<file path="config.mk">
export PLATFORM = sky130hd
export DESIGN_NAME = ptwa_ctrl
export DESIGN_NICKNAME = d
export VERILOG_FILES = /design/src/assert_macros.svh /design/src/ptwa_pkg.sv /design/src/ptwa_ctrl.sv
export SDC_FILE = /design/constraint.sdc
export NUM_CORES = 1
export LEC_CHECK = 0
export ABC_CLOCK_PERIOD_IN_PS = 1980
export BUFFER_PORTS_ARGS = -buffer_cell sky130_fd_sc_hd__buf_4
export CAP_MARGIN = 20
export CELL_PAD_IN_SITES_DETAIL_PLACEMENT = 1
export CELL_PAD_IN_SITES_GLOBAL_PLACEMENT = 1
export CORE_MARGIN = 2
export CORE_UTILIZATION = 30
export DETAILED_ROUTE_END_ITERATION = 10
export PLACE_DENSITY_LB_ADDON = 0.1
export SYNTH_ARGS = -nofsm -noshare
export SYNTH_HDL_FRONTEND = slang
export SYNTH_SLANG_ARGS = --single-unit
</file>
<file path="constraint.sdc">
create_clock -name aclk -period 1.98 [get_ports aclk]
set_clock_uncertainty 0.05 [all_clocks]
set_input_delay 0.594 -clock aclk [delete_from_list [all_inputs] [get_ports aclk]]
set_output_delay 0.594 -clock aclk [all_outputs]
set_load 0.02 [all_outputs]
</file>
<file path="src/assert_macros.svh">
// Assertion macros shared by the peer table RTL.
// No dependencies; included by the modules that carry assertions.
`ifndef ASSERT_MACROS_SVH
`define ASSERT_MACROS_SVH
`ifndef SYNTHESIS
`define PTWA_ASSERT(lbl, clk, rstn, prop, msg) \
    lbl: assert property (@(posedge clk) disable iff (!rstn) prop) else $error(msg);
`define PTWA_ASSERT_ALWAYS(lbl, clk, prop, msg) \
    lbl: assert property (@(posedge clk) prop) else $error(msg);
`else
`define PTWA_ASSERT(lbl, clk, rstn, prop, msg)
`define PTWA_ASSERT_ALWAYS(lbl, clk, prop, msg)
`endif
`endif

</file>
<file path="src/ptwa_pkg.sv">
// Types, constants and controller interface of the peer table with aging.
// No dependencies; used by every module of the block.
package ptwa_pkg;

    localparam int TABLE_DEPTH = 64;
    localparam int IDX_W = $clog2(TABLE_DEPTH);
    localparam int CNT_W = IDX_W + 1;
    localparam logic [15:0] TIMEOUT_RESET = 16'd90;
    localparam int PADDR_W = 3;
    localparam logic REG_TIMEOUT = 1'b0;

    localparam logic [2:0] KIND_TICK      = 3'd0;
    localparam logic [2:0] KIND_SWEEP     = 3'd1;
    localparam logic [2:0] KIND_REGISTER  = 3'd2;
    localparam logic [2:0] KIND_KEEPALIVE = 3'd3;
    localparam logic [2:0] KIND_REQUEST   = 3'd4;

    typedef struct packed {
        logic [2:0]  kind;
        logic [63:0] node_id;
        logic [31:0] src_ip;
        logic [15:0] src_udp_port;
        logic [31:0] priv_ip;
        logic [15:0] priv_udp_port;
        logic [15:0] priv_tcp_port;
        logic [63:0] target_id;
    } in_item_t;

    typedef struct packed {
        logic [31:0] dest_ip;
        logic [15:0] dest_udp_port;
        logic [63:0] about_id;
        logic [31:0] pub_ip;
        logic [15:0] pub_udp_port;
        logic [15:0] pub_tcp_port;
        logic [31:0] local_ip;
        logic [15:0] local_udp_port;
        logic [15:0] local_tcp_port;
        logic        last;
    } out_item_t;

    typedef struct packed {
        logic capture;
        logic tick;
        logic sweep_start;
        logic sweep_step;
        logic write_reg;
        logic write_ka;
        logic read_entry;
        logic load_first;
        logic load_second;
    } cmd_t;

    typedef struct packed {
        logic [2:0] kind;
        logic       hit;
        logic       free_ok;
        logic       sweep_done;
    } status_t;

endpackage

</file>
<file path="src/ptwa_ctrl.sv">
// Controller state machine of the peer table: sequences lookup, update,
// sweep and notify output. Depends on ptwa_pkg.
module ptwa_ctrl (
    input  logic              aclk,
    input  logic              aresetn,
    input  logic              s_valid,
    output logic              s_ready,
    output logic              m_valid,
    input  logic              m_ready,
    input  ptwa_pkg::status_t st,
    output ptwa_pkg::cmd_t    cmd
);

    typedef enum logic [6:0] {
        ST_IDLE   = 7'b0000001,
        ST_LOOKUP = 7'b0000010,
        ST_DECIDE = 7'b0000100,
        ST_SWEEP  = 7'b0001000,
        ST_READ   = 7'b0010000,
        ST_OUT0   = 7'b0100000,
        ST_OUT1   = 7'b1000000
    } state_t;

    state_t state_reg, state_next;

    assign s_ready = (state_reg == ST_IDLE);
    assign m_valid = (state_reg == ST_OUT0) || (state_reg == ST_OUT1);

    always_comb begin
        state_next = state_reg;
        cmd = '0;
        case (state_reg)
            ST_IDLE: begin
                if (s_valid) begin
                    cmd.capture = 1'b1;
                    state_next = ST_LOOKUP;
                end
            end
            ST_LOOKUP: begin
                state_next = ST_DECIDE;
            end
            ST_DECIDE: begin
                state_next = ST_IDLE;
                case (st.kind)
                    ptwa_pkg::KIND_TICK: begin
                        cmd.tick = 1'b1;
                    end
                    ptwa_pkg::KIND_SWEEP: begin
                        cmd.sweep_start = 1'b1;
                        state_next = ST_SWEEP;
                    end
                    ptwa_pkg::KIND_REGISTER: begin
                        cmd.write_reg = st.hit || st.free_ok;
                    end
                    ptwa_pkg::KIND_KEEPALIVE: begin
                        cmd.write_ka = st.hit;
                    end
                    ptwa_pkg::KIND_REQUEST: begin
                        if (st.hit) begin
                            cmd.read_entry = 1'b1;
                            state_next = ST_READ;
                        end
                    end
                    default: begin
                        state_next = ST_IDLE;
                    end
                endcase
            end
            ST_SWEEP: begin
                if (st.sweep_done) begin
                    state_next = ST_IDLE;
                end else begin
                    cmd.sweep_step = 1'b1;
                end
            end
            ST_READ: begin
                cmd.load_first = 1'b1;
                state_next = ST_OUT0;
            end
            ST_OUT0: begin
                if (m_ready) begin
                    cmd.load_second = 1'b1;
                    state_next = ST_OUT1;
                end
            end
            ST_OUT1: begin
                if (m_ready) begin
                    state_next = ST_IDLE;
                end
            end
            default: begin
                state_next = ST_IDLE;
            end
        endcase
    end

    always_ff @(posedge aclk) begin
        if (!aresetn) begin
            state_reg <= ST_IDLE;
        end else begin
            state_reg <= state_next;
        end
    end

endmodule

</file>
# Word level (Yosys, flattened, before mapping)
# Cells that the tools add are included.
# op_classes
reduce_logical,4
eq_ne,15
muxes,22
# ops
cell,n
case mux 7 bit (7 select lines),1
2-to-1 mux 7 bit,4
case mux 7 bit (2 select lines),1
2-to-1 mux 1 bit,13
inequality test 2 bit (second input constant),4
== test 7 x 1 -> 1 bit (second input constant),1
== test 7 x 2 -> 1 bit (second input constant),1
== test 7 x 3 -> 1 bit (second input constant),1
== test 7 x 4 -> 1 bit (second input constant),1
== test 7 x 5 -> 1 bit (second input constant),1
== test 7 x 6 -> 1 bit (second input constant),1
== test 7 bit (second input constant),1
== test 3 x 2 -> 1 bit (second input constant),2
2-to-1 mux 5 bit,1
AND reduction 4 bit,1
== test 3 x 1 -> 1 bit (second input constant),1
== test 3 bit (second input constant),1
zero test 3 bit,1
2-to-1 mux 3 bit,1
logical OR 1 bit,2
2-to-1 mux 2 bit,1
# totals
in_bits,10
elab_cells,42
out_inout_bits,11
regBits,7

# Depth between registers and ports, before layout
# Gate-level depths: netlist of run 1.
# depth
ltp_word,3
mapped_depth,5
mapped_depth_nobuf,4

# Least setup slack after synthesis of run 1
# OpenSTA, ideal clock, no wires.
# synth_path
path_kind,flip-flop to output port
start,register state_reg[6]
end,output port cmd[4] (netlist name)
path_slack_ns,-0.583
path_stages_with_launch,5
arrival_ns,1.919
n_path_buf,1
t_required_ns,1.336
cell_sequence,dfxtp_1 buf_6 or4_4 nor4_4 nor4b_1
# synth_rtl
element,line_no,rtl
"start, declared",ptwa_ctrl.sv:24,"state_t state_reg, state_next;"
"start signal, assigned",ptwa_ctrl.sv:101,state_reg <= state_next;
"end, declared",ptwa_ctrl.sv:11,output ptwa_pkg::cmd_t cmd

==> flow_summary.ini, run 1 <==
[logic_synthesis]
mapped_avg_cell_area_sq_um = 8.40
synth_compound_gate_area_share_pct = 13.6
synth_flop_cell = sky130_fd_sc_hd__dfxtp_1
yosysSeqAreaShare_pct = 24.9
synth.mux.area_fraction_pct = 0
synth-xor-area-share_pct = 3.11
post_synth_main_area_contributors = sky130_fd_sc_hd__dfxtp_1, sky130_fd_sc_hd__nor4b_1, sky130_fd_sc_hd__o41ai_4
dominant_combinational_cell_family_by_area_after_synthesis = simple AND/OR/NAND/NOR gates
synth_adder_area_share_pct = 0
synth.top_cells.by_count = sky130_fd_sc_hd__dfxtp_1, sky130_fd_sc_hd__nor2_1, sky130_fd_sc_hd__inv_1
synth.cell_area_sq_um = 563
yosys.area.top_type = sky130_fd_sc_hd__dfxtp_1
post-synth-top-area-fraction_pct = 24.9
ys.warnings.count = 0
synth-seq-cells = 7
ys_async_sr_fraction_pct = 0
synth_cell_types = 29
synth.net_count = 77
postSynthCellCount = 67
synth_edf_count = 0
synth_simple_gate_area_share_pct = 50.4

[drt]
drt-total-wl_um = 2630
avgViaCountPerCell = 5.18
detail_route.drc_violations = 0
wl_per_cell_um = 17.9
number_of_detailed_routing_iterations_run_before_antenna_repair = 4
drt-initial-drc-count = 7
route.vias.total = 761
drtAntennaViolNets = 0

[placement]
place_inst = 133
gp_congestion = 0.742
place.port_buffers = 20
placement.setup.worst_slack_ns = -0.310
dp.final_hpwl_um = 1650

[pwr]
power.leakage_nw = 0.518
clkPwrFrac_pct = 25.7
net-switching-power_uw = 162
p_int_uw = 354
power.share.switching_pct = 31.4
power.total_uw = 515
max-vdd-ir-drop_uv = 481
power_per_cell_area_nw_per_um2 = 427
power_frac_comb_pct = 44.7
seq_power_share_pct = 29.6

[worst_setup_path]
cpPeakStageDelay_ns = 0.56
r2r.worst_path.cells = 8
worst-endpoint-arrival_ns = 1.87
worstPathRequired_ns = 1.34
rrSetupSlack_ns = 0.07
startpoint_type = register
path_class = reg -> out
crit_path_top_delay_cell = sky130_fd_sc_hd__or4_4
end_kind = output pin
critPathBufInv = 1
worst-path-max-fanout = 4
ff_to_ff_start = state_reg[6]
r2r-end = state_reg[0]
crit_chain = or4_4, nor4_4, nor4b_4, buf_4
worst_path_dominant_cell_family = simple AND/OR/NAND/NOR gates

[flow_run]
cap_violations = 0

[floorplanning]
io_pins = 21
core_sq_um = 1750
chip_height_um = 47.3
die_width_um = 47.3
starting_utilization_of_the_core_area_pct = 32.3
core_rows = 15
design.die.area_sq_um = 2240

[global_routing]
via_count_of_the_first_global_routing_pass = 766
grt_overflow_total = 0
maximum_number_of_pins_on_one_net_before_global_route_repair = 9
grtUsageTotal_pct = 24.0
grt_pass1_wl_um = 3590
number_of_antenna_violations_at_the_first_check_in_global_routing = 0

[finish]
proportion_of_layout_cells_with_a_drive_suffix_above_1_pct = 70.5
n_antenna_cell = 0
finalNetCount = 133
layout_overhead_on_the_synthesized_area_pct = 114
finish.cell_count_without_fillers = 147
largest_register_ffs = 7

[worst_hold_path]
holdPathStages = 2
min_from = state_reg[3]
hold_path_class = reg -> reg
hold_end = state_reg[6]

[timing]
timing.final.hold_violations = 0
final_number_of_setup_violating_endpoints = 11
unrepaired_setup_endpoints_after_global_routing = true
layout_setup_ws_ns = -0.531
post-route-period-util_pct = 127
drv_slew = 0
timing.final.crit_period_ns = 2.51
max_freq_mhz = 398
max-slew-margin-rel_pct = 65.5
timing_worst_slew_pin_value_ns = 0.511

[clock_network]
worst_skew_pair.late_latency_ns = 0.26
cts_tree = built
clkSinkCount = 7
ctsHtreeMaxLevel = 1
clk_pin_slew_worst_paths_ns = 0.06
tritoncts.num_buffers = 3
ctsRootBufferMaster = sky130_fd_sc_hd__clkbuf_4
clock_path_buffers = 2

[run_status]
outcome = complete, but fails checks
violations = setup timing
-- cells by family after synthesis --
logic type | after synthesis
flops | 7
simple gates | 42
compound gates | 8
buf+inv | 8
xor+xnor | 2
-- layout make-up --
class	instances	area (sq um)
repair buffers	53	465
inverters	6	22.5
well taps	25	31.3
fillers	198	538
multi-input cells	52	514
flip-flops and latches	7	148
clock buffers	4	26.3
-- cells in the final DEF (no fill, tap or decap), types with 2 or more instances in the layout --
master                     Yosys  routed
sky130_fd_sc_hd__a21oi_1       2       2
sky130_fd_sc_hd__and2_4        0       2
sky130_fd_sc_hd__buf_4         0      36
sky130_fd_sc_hd__buf_6         2      16
sky130_fd_sc_hd__clkbuf_4      0       3
sky130_fd_sc_hd__dfxtp_2       0       6
sky130_fd_sc_hd__inv_1         6       6
sky130_fd_sc_hd__nand2_1       3       2
sky130_fd_sc_hd__nand3_1       5       5
sky130_fd_sc_hd__nor2_1        7       3
sky130_fd_sc_hd__nor2_4        0       4
sky130_fd_sc_hd__nor2b_1       2       2
sky130_fd_sc_hd__nor4_4        1       4
sky130_fd_sc_hd__nor4b_1       5       3
sky130_fd_sc_hd__nor4b_4       0       2
sky130_fd_sc_hd__or4_4         2       4
sky130_fd_sc_hd__xnor2_1       2       2
-- layer usage --
layer	share of wire [%]	track usage, %	vias up
met5	0	0	-
li1	-	-	360
met1	39	25.3	364
met4	2.4	13.3	0
met2	55	45.4	29
met3	3.2	2.31	8
-- per-stage QoR --
stage	utilization, %	TNS, ns	cell area (sq um)	hold slack [ns]
2_1_floorplan	-	-1.17	628	0.433
3_3_place_gp	55.0	-1.48	960	0.521
3_5_place_dp	55.0	-1.73	960	0.539
4_1_cts	66.0	-3.99	1150	0.549
5_1_grt	69.2	-4.97	1210	0.557
6_report	69.2	-4.28	1210	0.550
-- tightest hold or removal path, delay by kind of cell (launching register included) --
kind                   cells  cell delay, ns
buffers and inverters      1            0.14
flip-flops                 1            0.34
AO/OA/AOI/OAI              1            0.08
-- repair_timing --
| action | in CTS | in global routing |
|---|---|---|
| endpoints found under the setup margin | 11 | 13 |
| resized for setup | 29 | 7 |
| hold buffers | 0 | 0 |
| pin swaps | 13 | 10 |
| buffers inserted | 6 | 4 |
-- worst max path at each step --
stage	startpoint	end	slack, ns	cells past startpoint
after floorplan	state_reg[6]	cmd[7]	-0.22	4
after global placement	state_reg[0]	cmd[3]	-0.27	5
after detailed placement	state_reg[0]	cmd[3]	-0.31	5
after CTS	state_reg[0]	cmd[0]	-0.54	4
after global routing	state_reg[0]	cmd[4]	-0.63	4
final	state_reg[0]	cmd[4]	-0.53	4
-- power by group through the flow --
stage	combinational [mW]	clock [mW]	sequential (mW)
after floorplan	0.0705	0	0.157
after global placement	0.150	0	0.153
after detailed placement	0.156	0	0.154
after CTS	0.193	0.132	0.152
after global routing	0.242	0.144	0.153
final	0.230	0.132	0.152
Note: power is estimated with default switching activity, not from simulation.
==> inputs of run 2 (changes only) <==
--- a/config.mk
+++ b/config.mk
@@ -6,13 +6,15 @@
 export NUM_CORES = 1
 export LEC_CHECK = 0
 export ABC_CLOCK_PERIOD_IN_PS = 1980
-export BUFFER_PORTS_ARGS = -buffer_cell sky130_fd_sc_hd__buf_4
+export BUFFER_PORTS_ARGS = -buffer_cell sky130_fd_sc_hd__clkbuf_2
 export CAP_MARGIN = 20
 export CELL_PAD_IN_SITES_DETAIL_PLACEMENT = 1
 export CELL_PAD_IN_SITES_GLOBAL_PLACEMENT = 1
+export CORE_ASPECT_RATIO = 1.25
 export CORE_MARGIN = 2
 export CORE_UTILIZATION = 30
 export DETAILED_ROUTE_END_ITERATION = 10
+export GPL_TIMING_DRIVEN = 0
 export PLACE_DENSITY_LB_ADDON = 0.1
 export SYNTH_ARGS = -nofsm -noshare
 export SYNTH_HDL_FRONTEND = slang
==> run 2 against run 1 <==
- the flow still finishes with violations (setup timing)
- first-iteration DRC count shrank 14%
- global-route usage shrank 6.0 points
- sequential cell count is the same
- register-to-register slack gained 0.03 ns
- utilization is 11 points lower
- worst setup slack better by 0.030 ns
- via count decreased by 12%
==> flow_summary.ini, run 2 (synthesized netlist as in run 1, its figures left out) <==
[worst_setup_path]
ff_to_ff_start = state_reg[4]
r2r-end = state_reg[4]
cpPeakStageDelay_ns = 0.55
rrSetupSlack_ns = 0.10
worst-endpoint-arrival_ns = 1.84
end_kind = output pin
worst_setup_path_endpoint = cmd[0]
worst_setup_path_startpoint = state_reg[4]
r2r.worst_path.cells = 6
critPathBufInv = 1
critical_path_cell_count = 4
worstPathRequired_ns = 1.34
worst-path-max-fanout = 2
crit_path_top_delay_cell = sky130_fd_sc_hd__or4_4
startpoint_type = register
worst_path_dominant_cell_family = simple AND/OR/NAND/NOR gates
cell_type_with_the_highest_occurrence_count_on_the_critical_path = sky130_fd_sc_hd__or4_4
crit_chain = or4_4, or4_4, nor2_4, clkbuf_8
path_class = reg -> out

[timing]
whs_ns = 0.502
final_number_of_setup_violating_endpoints = 11
drv_slew = 0
layout_setup_ws_ns = -0.501
max-slew-margin-rel_pct = 74.5
timing_worst_slew_pin_value_ns = 0.378
timing.final.crit_period_ns = 2.48
timing.final.hold_violations = 0
post-route-period-util_pct = 125
unrepaired_setup_endpoints_after_global_routing = true
max_freq_mhz = 403

[pwr]
max-vdd-ir-drop_uv = 255
power_per_cell_area_nw_per_um2 = 449
power.leakage_nw = 0.422
power.total_uw = 460

[placement]
placement.setup.worst_slack_ns = -0.410
dp.final_hpwl_um = 1220
place.port_buffers = 20
gp_congestion = 0.670
post_dp_cell_area_sq_um = 752

[floorplanning]
io_pins = 21
design.die.area_sq_um = 2240
chip_height_um = 52.4
core_sq_um = 1770
starting_utilization_of_the_core_area_pct = 31.9
die_width_um = 42.8
core_rows = 17

[clock_network]
clk_pin_slew_worst_paths_ns = 0.05
tritoncts.num_buffers = 3
clock_path_buffers = 2
clkSinkCount = 7
ctsHtreeMaxLevel = 1
cts_tree = built
hold_buffers = 0
worst_skew_pair.late_latency_ns = 0.25
ctsRootBufferMaster = sky130_fd_sc_hd__clkbuf_4

[finish]
design_area_sq_um = 1020
layout_overhead_on_the_synthesized_area_pct = 81.8
mostFrequentLayoutCells = sky130_fd_sc_hd__buf_4, sky130_fd_sc_hd__clkbuf_2, sky130_fd_sc_hd__inv_1
largest_register_ffs = 7
n_antenna_cell = 0
multi_input_area_sq_um = 490
seqCellArea_sq_um = 154
finalNetCount = 116
layout.cells.most_common = sky130_fd_sc_hd__buf_4
proportion_of_layout_cells_with_a_drive_suffix_above_1_pct = 63.8
layout.filler_cells = 214

[global_routing]
grtUsageTotal_pct = 18.0
grt_pass1_wl_um = 2890
via_count_of_the_first_global_routing_pass = 666
grt_overflow_total = 0
number_of_antenna_violations_at_the_first_check_in_global_routing = 0
maximum_number_of_pins_on_one_net_before_global_route_repair = 11

[drt]
drt-total-wl_um = 1860
drtAntennaViolNets = 0
drt-initial-drc-count = 6
route.vias.total = 670
wl_per_cell_um = 15.0
number_of_detailed_routing_iterations_run_before_antenna_repair = 4
avgViaCountPerCell = 5.40
detail_route.drc_violations = 0

[run_status]
violations = setup timing
outcome = complete, but fails checks

[flow_run]
cap_violations = 0

[worst_hold_path]
hold_path_class = reg -> reg
## run 2: layout make-up
class                      count  area share, %
sequential                     7           15.0
tap                           19           2.32
inverter                       6           2.20
multi-input combinational     52           47.9
timing repair buffer          35           28.9
buffer                         1           1.10
clock buffer                   4           2.57
## run 2: per-stage QoR
| stage | util [%] | setup TNS [ns] | cells |
|---|---|---|---|
| 6_report | 58.0 | -4.08 | 124 |
| 2_1_floorplan | - | -1.17 | 67 |
| 3_3_place_gp | 42.6 | -2.05 | 106 |
| 3_5_place_dp | 42.6 | -2.16 | 106 |
| 5_1_grt | 58.0 | -4.81 | 124 |
| 4_1_cts | 55.9 | -4.48 | 122 |
## run 2: worst reg2reg max path, cell delays in order, from the launching register on
cell	delay [ns]
sky130_fd_sc_hd__dfxtp_4	0.35
sky130_fd_sc_hd__buf_6	0.12
sky130_fd_sc_hd__or4_4	0.52
sky130_fd_sc_hd__buf_4	0.15
sky130_fd_sc_hd__o41ai_4	0.32
sky130_fd_sc_hd__inv_1	0.10
sky130_fd_sc_hd__and2_1	0.16
## run 2: how the worst min path moves through the flow
stage | start | end | slack [ns] | cells after the start
floorplan | state_reg[1] | state_reg[2] | 0.43 | 2
global placement | state_reg[1] | state_reg[2] | 0.47 | 2
detailed placement | state_reg[1] | state_reg[2] | 0.49 | 2
CTS | state_reg[0] | state_reg[2] | 0.51 | 2
global route | state_reg[0] | state_reg[2] | 0.52 | 2
finish | state_reg[0] | state_reg[2] | 0.50 | 2
## run 2: timing repair
action	in CTS	in global routing
setup buffers	12	3
resized for setup	29	14
pin swaps	8	4
cloned	0	0
setup endpoints to repair	11	11
## run 2: where the power goes
group          internal (mW)  leakage, nW  switching [mW]
clock network         0.0770       0.0150          0.0547
registers              0.146       0.0595         0.00632
logic                 0.0964        0.347          0.0791
total                  0.320        0.422           0.140
## run 2: per-layer routing
| layer | GRT usage, % | routed length [um] |
|---|---|---|
| met5 | 0 | 0 |
| met3 | 2.07 | 76 |
| met1 | 18.3 | 687 |
| met2 | 34.3 | 1050 |
| met4 | 10.9 | 43 |
